$ cat src/hlcd_pkg.sv
`default_nettype none

package hlcd_pkg;

    // Defaults for the top-level parameters
    localparam int FRAC_BITS_DEF  = 16;
    localparam int TABLE_BITS_DEF = 6;

    // Fixed field widths
    localparam int BASE_W  = 17;
    localparam int TS_W    = 64;
    localparam int HL_W    = 32;
    localparam int WHOLE_W = 5;              // whole part of elapsed/half-life, below 17
    localparam int WHOLE_LIMIT = 17;         // whole part at which the result is zero
    localparam int ELAPSED_W   = HL_W + WHOLE_W;  // elapsed below 17*half-life fits here
    localparam int SHIFT_W     = 6;          // Q_SHIFT + whole part

    // 2^-f table, Q30
    localparam int Q_SHIFT      = 30;
    localparam int ENTRY_W      = Q_SHIFT + 1;
    localparam int TAB_MAX_BITS = 10;
    localparam int TAB_MAX_LEN  = (1 << TAB_MAX_BITS) + 1;
    localparam int TAB_IDX_W    = TAB_MAX_BITS + 1;

    typedef logic [ENTRY_W-1:0] tab_entry_t;
    typedef tab_entry_t tab_t [TAB_MAX_LEN];

    // Per-word flags that ride alongside the divider and the multiply stages
    typedef struct packed {
        logic [BASE_W-1:0] base;
        logic              apply;   // decay computed
        logic              big;     // whole part 17 or more
    } side_t;

    // Integer square root, 64-bit operand, 32-bit root
    function automatic logic [63:0] int_sqrt(input logic [63:0] v);
        logic [63:0] r;
        logic [63:0] t;
        r = '0;
        for (int b = 31; b >= 0; b--) begin
            t = r | (64'd1 << b);
            if (t * t <= v) begin
                r = t;
            end
        end
        return r;
    endfunction

    // Table of 2^-(i/2^tb) in Q30 with 2^tb+1 live entries, built at elaboration
    function automatic tab_t build_tab(input int tb);
        logic [63:0] c [TAB_MAX_BITS+1];
        logic [63:0] e;
        tab_t        t;
        for (int k = 0; k <= TAB_MAX_BITS; k++) begin
            c[k] = '0;
        end
        c[0] = 64'd1 << (Q_SHIFT - 1);
        c[1] = int_sqrt(64'd1 << (2 * Q_SHIFT - 1));
        for (int k = 2; k <= tb; k++) begin
            c[k] = int_sqrt(c[k-1] << Q_SHIFT);
        end
        for (int i = 0; i < TAB_MAX_LEN; i++) begin
            t[i] = '0;
        end
        for (int i = 0; i < (1 << tb); i++) begin
            e = 64'd1 << Q_SHIFT;
            for (int j = 0; j < tb; j++) begin
                if (((i >> j) & 1) != 0) begin
                    e = (e * c[tb-j]) >> Q_SHIFT;
                end
            end
            t[i] = e[ENTRY_W-1:0];
        end
        t[1 << tb] = ENTRY_W'(64'd1 << (Q_SHIFT - 1));
        return t;
    endfunction

endpackage

`default_nettype wire

$ cat src/hlcd_div.sv
`default_nettype none

// Pipelined restoring divider: whole part of dividend/divisor (below 32),
// then FRAC_BITS truncated fraction bits. One quotient bit per stage.
module hlcd_div #(
    parameter int FRAC_BITS = hlcd_pkg::FRAC_BITS_DEF
) (
    input  wire logic                                  aclk,
    input  wire logic                                  en,
    input  wire logic [hlcd_pkg::ELAPSED_W-1:0]        dividend,
    input  wire logic [hlcd_pkg::HL_W-1:0]             divisor,
    output logic [hlcd_pkg::WHOLE_W+FRAC_BITS-1:0]     quotient
);

    localparam int QW  = hlcd_pkg::WHOLE_W + FRAC_BITS;
    localparam int EW  = hlcd_pkg::ELAPSED_W;
    localparam int HW  = hlcd_pkg::HL_W;
    localparam int WW  = hlcd_pkg::WHOLE_W;

    logic [EW-1:0] irem_reg [WW];
    logic [HW-1:0] frem_reg [FRAC_BITS-1];
    logic [QW-1:0] q_reg    [QW];

    // Whole part: compare against divisor shifted up, MSB first
    for (genvar k = 0; k < WW; k++) begin : g_int
        localparam int SH = WW - 1 - k;
        logic [EW-1:0] rem_in;
        logic [QW-1:0] q_in;
        logic [EW-1:0] dsh;
        logic          take;
        logic [EW-1:0] rem_next;

        if (k == 0) begin : g_first
            assign rem_in = dividend;
            assign q_in   = '0;
        end else begin : g_rest
            assign rem_in = irem_reg[k-1];
            assign q_in   = q_reg[k-1];
        end

        assign dsh      = EW'(divisor) << SH;
        assign take     = rem_in >= dsh;
        assign rem_next = take ? (rem_in - dsh) : rem_in;

        always_ff @(posedge aclk) begin
            if (en) begin
                irem_reg[k] <= rem_next;
                q_reg[k]    <= {q_in[QW-2:0], take};
            end
        end
    end

    // Fraction: remainder doubles each step, stays below the divisor
    for (genvar j = 0; j < FRAC_BITS; j++) begin : g_frac
        logic [HW:0]   dbl;
        logic [HW:0]   sub;
        logic [QW-1:0] q_in;
        logic          take;

        if (j == 0) begin : g_first
            assign dbl  = {irem_reg[WW-1][HW-1:0], 1'b0};
            assign q_in = q_reg[WW-1];
        end else begin : g_rest
            assign dbl  = {frem_reg[j-1], 1'b0};
            assign q_in = q_reg[WW+j-1];
        end

        assign take = dbl >= {1'b0, divisor};
        assign sub  = dbl - {1'b0, divisor};

        if (j < FRAC_BITS - 1) begin : g_rem
            always_ff @(posedge aclk) begin
                if (en) begin
                    frem_reg[j] <= take ? sub[HW-1:0] : dbl[HW-1:0];
                end
            end
        end

        always_ff @(posedge aclk) begin
            if (en) begin
                q_reg[WW+j] <= {q_in[QW-2:0], take};
            end
        end
    end

    assign quotient = q_reg[QW-1];

endmodule

`default_nettype wire

$ cat config.mk
export PLATFORM = sky130hd
export DESIGN_NAME = hlcd_div
export DESIGN_NICKNAME = d
export VERILOG_FILES = /design/src/hlcd_pkg.sv /design/src/hlcd_div.sv
export SDC_FILE = /design/constraint.sdc
export NUM_CORES = 2
export LEC_CHECK = 0
export ABC_CLOCK_PERIOD_IN_PS = 4800
export BUFFER_PORTS_ARGS = -buffer_cell sky130_fd_sc_hd__buf_4
export CORE_UTILIZATION = 31
export CTS_CLUSTER_DIAMETER = 50
export DETAILED_ROUTE_END_ITERATION = 7
export PLACE_DENSITY_LB_ADDON = 0.12
export SLEW_MARGIN = 20
export SYNTH_ARGS = -nofsm -noshare
export SYNTH_HDL_FRONTEND = slang
export SYNTH_SLANG_ARGS = --single-unit
$ cat constraint.sdc
create_clock -name aclk -period 4.8 [get_ports aclk]
set_clock_uncertainty 0.15 [all_clocks]
set_input_delay 0.72 -clock aclk [delete_from_list [all_inputs] [get_ports aclk]]
set_output_delay 0.72 -clock aclk [all_outputs]
set_load 0.01 [all_outputs]
Word level (Yosys, flattened, before mapping). Memory sizes are Yosys's and may differ from the RTL's. Cells that the tools add are included.

Memory bits (read-only): 0. Register bits after elaboration: 0. Bits in writable memories: 1106. Latch bits: 0. Memories kept: 3. Output and inout port bits: 21. Word-level logic and storage cells: 66. Input port bits: 71.

Magnitude comparators: 21. Add/sub/neg operators: 20. Eq/ne operators: 0. Shifts and indexed selects: 0. Div/mod/pow operators: 0. Mux-type cells: 22. Multiply operators: 0. Reduce and logical (&&, ||, !) cells: 0. Bitwise logic cells: 0.

Memories: frem_reg (depth 15, bits a word 32, rd ports 15, clocked after Yosys merged registers in 0, wr ports 15, RTL line hlcd_div.sv:21) `logic [HW-1:0] frem_reg [FRAC_BITS-1];`; q_reg (depth 21, bits a word 21, rd ports 21, clocked after Yosys merged registers in 0, wr ports 21, RTL line hlcd_div.sv:22) `logic [QW-1:0] q_reg [QW];`; irem_reg (depth 5, bits a word 37, rd ports 5, clocked after Yosys merged registers in 0, wr ports 5, RTL line hlcd_div.sv:20) `logic [EW-1:0] irem_reg [WW];`.

Operator list (number): >= comparator 33 x 32 -> 1 bit (16); two-way mux 32 bit (15); subtractor 32 bit (15); two-way mux 37 bit (5); >= comparator 37 x 32 -> 1 bit (1); >= comparator 37 x 33 -> 1 bit (1); >= comparator 37 x 34 -> 1 bit (1); >= comparator 37 x 35 -> 1 bit (1); >= comparator 37 x 36 -> 1 bit (1); subtractor 37 x 32 -> 37 bit (1); subtractor 37 x 33 -> 37 bit (1); subtractor 37 x 34 -> 37 bit (1); subtractor 37 x 35 -> 37 bit (1); subtractor 37 x 36 -> 37 bit (1); two-way mux 1 bit (2).

Depth between registers and ports, before layout. An unclocked memory read counts as a cell.

Depth after elaboration: 3. Gate-level depth with buffers: 15. Gate-level depth less buffers: 14.

Worst setup path after synthesis. No wires, ideal clock.

Kind: input-to-reg. Start point: input port divisor[8] in the netlist's numbering. End point: memory frem_reg[0][164] in the netlist's numbering, data pin. Buffers on the path: 2. Stages: 13. Arrival: 3.848 ns. Setup slack: 0.541 ns. Required time: 4.390 ns. Setup time: 0.260 ns. Path through: inv_1 -> ha_1 -> and3_1 -> a221oi_2 -> o21ai_2 -> a311oi_4 -> a21oi_2 -> a22oi_2 -> a21oi_2 -> a2111o_1 -> buf_6 -> buf_6 -> mux2_4.

RTL lines: from (decl) (RTL line hlcd_div.sv:11) `input wire logic [hlcd_pkg::HL_W-1:0] divisor,`; to (decl) (RTL line hlcd_div.sv:21).

==> results.sh <==
export IMPL_n_fill_cell=21500
export IMPL_vias=53800
export IMPL_powerDensity_nw_per_um2=748
export IMPL_clock_latency_ns=0.80
export IMPL_grt_pass1_wl_mm=333
export IMPL_htreeDepth=4
export IMPL_area_delta_synth_final_pct=17.5
export IMPL_min_delay_worst_endpoint="irem_reg[0][7]"
export IMPL_ys_warn_count=0
export IMPL_num_io_pins=92
export IMPL_r2r_slack_ns=0.77
export IMPL_largest_reg_flops=480
export IMPL_ir_worst_vdd_mv=0.429
export IMPL_grt_setup_unrepaired="false"
export IMPL_fin_nets=7916
export IMPL_placed_cells=9832
export IMPL_outcome="complete, no violations"
export IMPL_ys_ff_latch=891
export IMPL_r2r_end="irem_reg[0][142]"
export IMPL_cts_buffer_depth=3
export IMPL_synth_top_area_cell="edfxtp_1"
export IMPL_final_max_slew_viol_count=0
export IMPL_cts_setup_buffers=0
export IMPL_setup_viol_count_final=0
export IMPL_worst_r2r_cell_count=15
export IMPL_cts_sinks=891
export IMPL_place_congestion=0.880
export IMPL_drv_cap=0
export IMPL_placed_area_sq_um=74000
export IMPL_clk_pin_slew_ns=0.05
export IMPL_final_cells=10100
export IMPL_p_seq_share_pct=27.0
export IMPL_wl_per_cell_um=22.2
export IMPL_grt_pass1_vias=53200
export IMPL_hold_class="primary input to flop"
export IMPL_power_frac_clock_pct=19.0
export IMPL_whs_ns=0.0815
export IMPL_cp_arrival_ns=4.43
export IMPL_p_sw_share_pct=41.1
export IMPL_grt_max_degree=94
export IMPL_relSlewSlack_pct=32.0
export IMPL_die_width_um=468
export IMPL_synthTopCellsByArea="edfxtp_1 (40%), ha_1 (12%), a21oi_1 (5.0%)"
export IMPL_cp_cell_sequence="inv_1, ha_1, inv_1, fa_1, a21o_1, o21ai_0, a31oi_1, a31oi_1, o211ai_1, a311oi_1, buf_4, o21bai_1, a21oi_1, xnor2_1, mux2_2"
export IMPL_viasPerCell=5.31
export IMPL_total_power_mw=59.3
export IMPL_coreArea_sq_um=215000
export IMPL_finalHoldViolations=0
export IMPL_power_switching_mw=24.4
export IMPL_end_kind="flop"
export IMPL_synth_top_area_share_pct=39.7
export IMPL_antenna_found_initial=7
export IMPL_drive_above_1_share_pct=13.7
export IMPL_tightest_slew_ns=1.02
export IMPL_grt_usage_pct=20.1
export IMPL_wl_mm=224
export IMPL_seq_area_frac_synth_pct=39.7
export IMPL_initial_core_util_pct=31.3
export IMPL_drc=0
export IMPL_fp_dieH_um=468
export IMPL_syn_area_sq_um=67500
export IMPL_cellLeakagePower_nw=31.7
export IMPL_timing_rr_start="irem_reg[0][75]"
export IMPL_finalSetupTns_ns=0
export IMPL_critPathSlowestCell="a31oi_1"
export IMPL_synth_edf_count=891
export IMPL_cts_made_buffers=154
export IMPL_syn_inst=6786
export IMPL_worst_slack_ns=0.767
export IMPL_std_cell_rows=170
export IMPL_crit_fanout=4
export IMPL_dr_pass1_iters=6
export IMPL_fmax_mhz=248
export IMPL_critical_path_required_ns=5.20
export IMPL_synth_nets=7548
export IMPL_crit_path_start_kind="flop"
export IMPL_fin_crit_ns=4.03
export IMPL_cts_resized=0
export IMPL_ys_types=98
export IMPL_crit_type="flop to flop"
export IMPL_avgSynthCellArea_sq_um=9.94
export IMPL_ctsRootBufferMaster="clkbuf_16"
export IMPL_drt_iter0_markers=3325
export IMPL_post_route_util_pct=36.8
export IMPL_detailed_place_hpwl_mm=169
export IMPL_numPortBuffers=91
export IMPL_grt_overflow=0
export IMPL_antenna_left=0
export IMPL_timing_final_crit_share_pct=84.0
export IMPL_holdCritStartpoint="dividend[7]"
export IMPL_die_area_sq_um=219000
export IMPL_synth_ff_type="edfxtp_1"
export IMPL_synth_most_common_cell="edfxtp_1"
export IMPL_netlist_top_cells_count="edfxtp_1 (891), a21oi_1 (671), ha_1 (671)"
export IMPL_place_ws_ns=-0.00497
export IMPL_cts_tree="yes"
export IMPL_stdcell_area_sq_um=79300
export IMPL_cpPeakStageDelay_ns=0.43
export IMPL_internal_power_mw=34.9
export IMPL_whs_path_depth=2
export IMPL_synthArstFlopShare_pct=0
export IMPL_power_frac_comb_pct=54.0
-- critical path: cells and delay by family, from the launching register on --
family	cells	cell delay, ns
flip-flops	1	0.42
AO/OA/AOI/OAI	8	1.95
adder cells (fa/ha/maj)	2	0.57
XOR/XNOR	1	0.09
buffers and inverters	3	0.33
multiplexers	1	0.26
-- layout make-up --
type                    instances  area (sq um)  share of cell area [%]
well taps                    2838          3550                    4.48
clock inverters               108          1200                    1.52
inverters                     230           863                    1.09
multi-input cells            5488         39200                    49.4
clock buffers                 175          4020                    5.07
repair buffers                389          3710                    4.68
diodes                          4          10.0                  0.0126
flip-flops and latches        891         26800                    33.7
-- how the worst max path moves through the flow --
stage / startpoint / cells after the start / slack, ns / to
after detailed placement: divisor[9] / 14 / -0.005 / frem_reg[1][156]
after global routing: irem_reg[0][75] / 15 / 0.42 / irem_reg[0][129]
after CTS: irem_reg[0][75] / 15 / 0.75 / irem_reg[0][142]
after global placement: divisor[16] / 14 / -0.03 / frem_reg[1][40]
final: irem_reg[0][75] / 15 / 0.77 / irem_reg[0][142]
after floorplan: divisor[8] / 13 / 0.54 / frem_reg[0][164]
-- power groups by stage --
stage | clock, mW | combinational (mW) | sequential (mW)
3_3_place_gp | 0 | 31.7 | 16.3
5_1_grt | 11.9 | 35.5 | 16.3
4_1_cts | 11.6 | 32.0 | 16.1
2_1_floorplan | 0 | 23.7 | 14.5
3_5_place_dp | 0 | 31.8 | 16.2
6_report | 11.3 | 32.0 | 16.0
-- cell usage in the layout, fill, tap and decap left out, types with 29 or more instances in the layout --
master     synthesis  routed
a31oi_1           66      66
o21a_1           108     108
or3_1             40      40
o31ai_1           69      69
and3_1            55      55
xnor2_1          311     311
buf_4              6     322
inv_1            225     194
clkbuf_16          0     158
mux2_2           213     213
nor3_1           113     113
nand2_1          506     505
nor2b_1           97      97
nand4_1          101     101
nand3_1          144     143
inv_2              5      33
a21oi_1          671     669
nor2_1           506     506
xor2_1           210     210
ha_1             671     671
nand2b_1          93      93
buf_12             0      62
o21bai_1          92      92
and2_1            51      51
edfxtp_1         891     891
o21ai_0          478     478
a21o_1           306     306
a211oi_1          62      62
nor4_1            29      29
o211ai_1          40      40
-- timing repair --
action / 4_1_cts / 5_1_grt
hold buffers: 4 / 0
endpoints found under the setup margin: 0 / 0
hold endpoints to repair: 4 / 0
-- layer usage --
layer	global-route usage, %	routed length, um
met2	34.4	107000
met1	26.3	102000
met4	6.64	6950
met3	2.33	7730
met5	0	13
-- kinds of logic (layout without fill, tap and decap cells) --
group                    count (synthesis)  after routing  synth area share, %
flip-flops                             891            891                 39.7
other                                    0              4                    0
buffers and inverters                  407            902                 2.41
adder cells (fa/ha/maj)                691            691                 13.0
AND/OR/NAND/NOR                       1822           1822                 12.9
AO/OA/AOI/OAI                         2190           2190                 20.7
XOR/XNOR                               521            521                 6.76
multiplexers                           264            264                 4.52
Power figures use the tool's default switching activity.
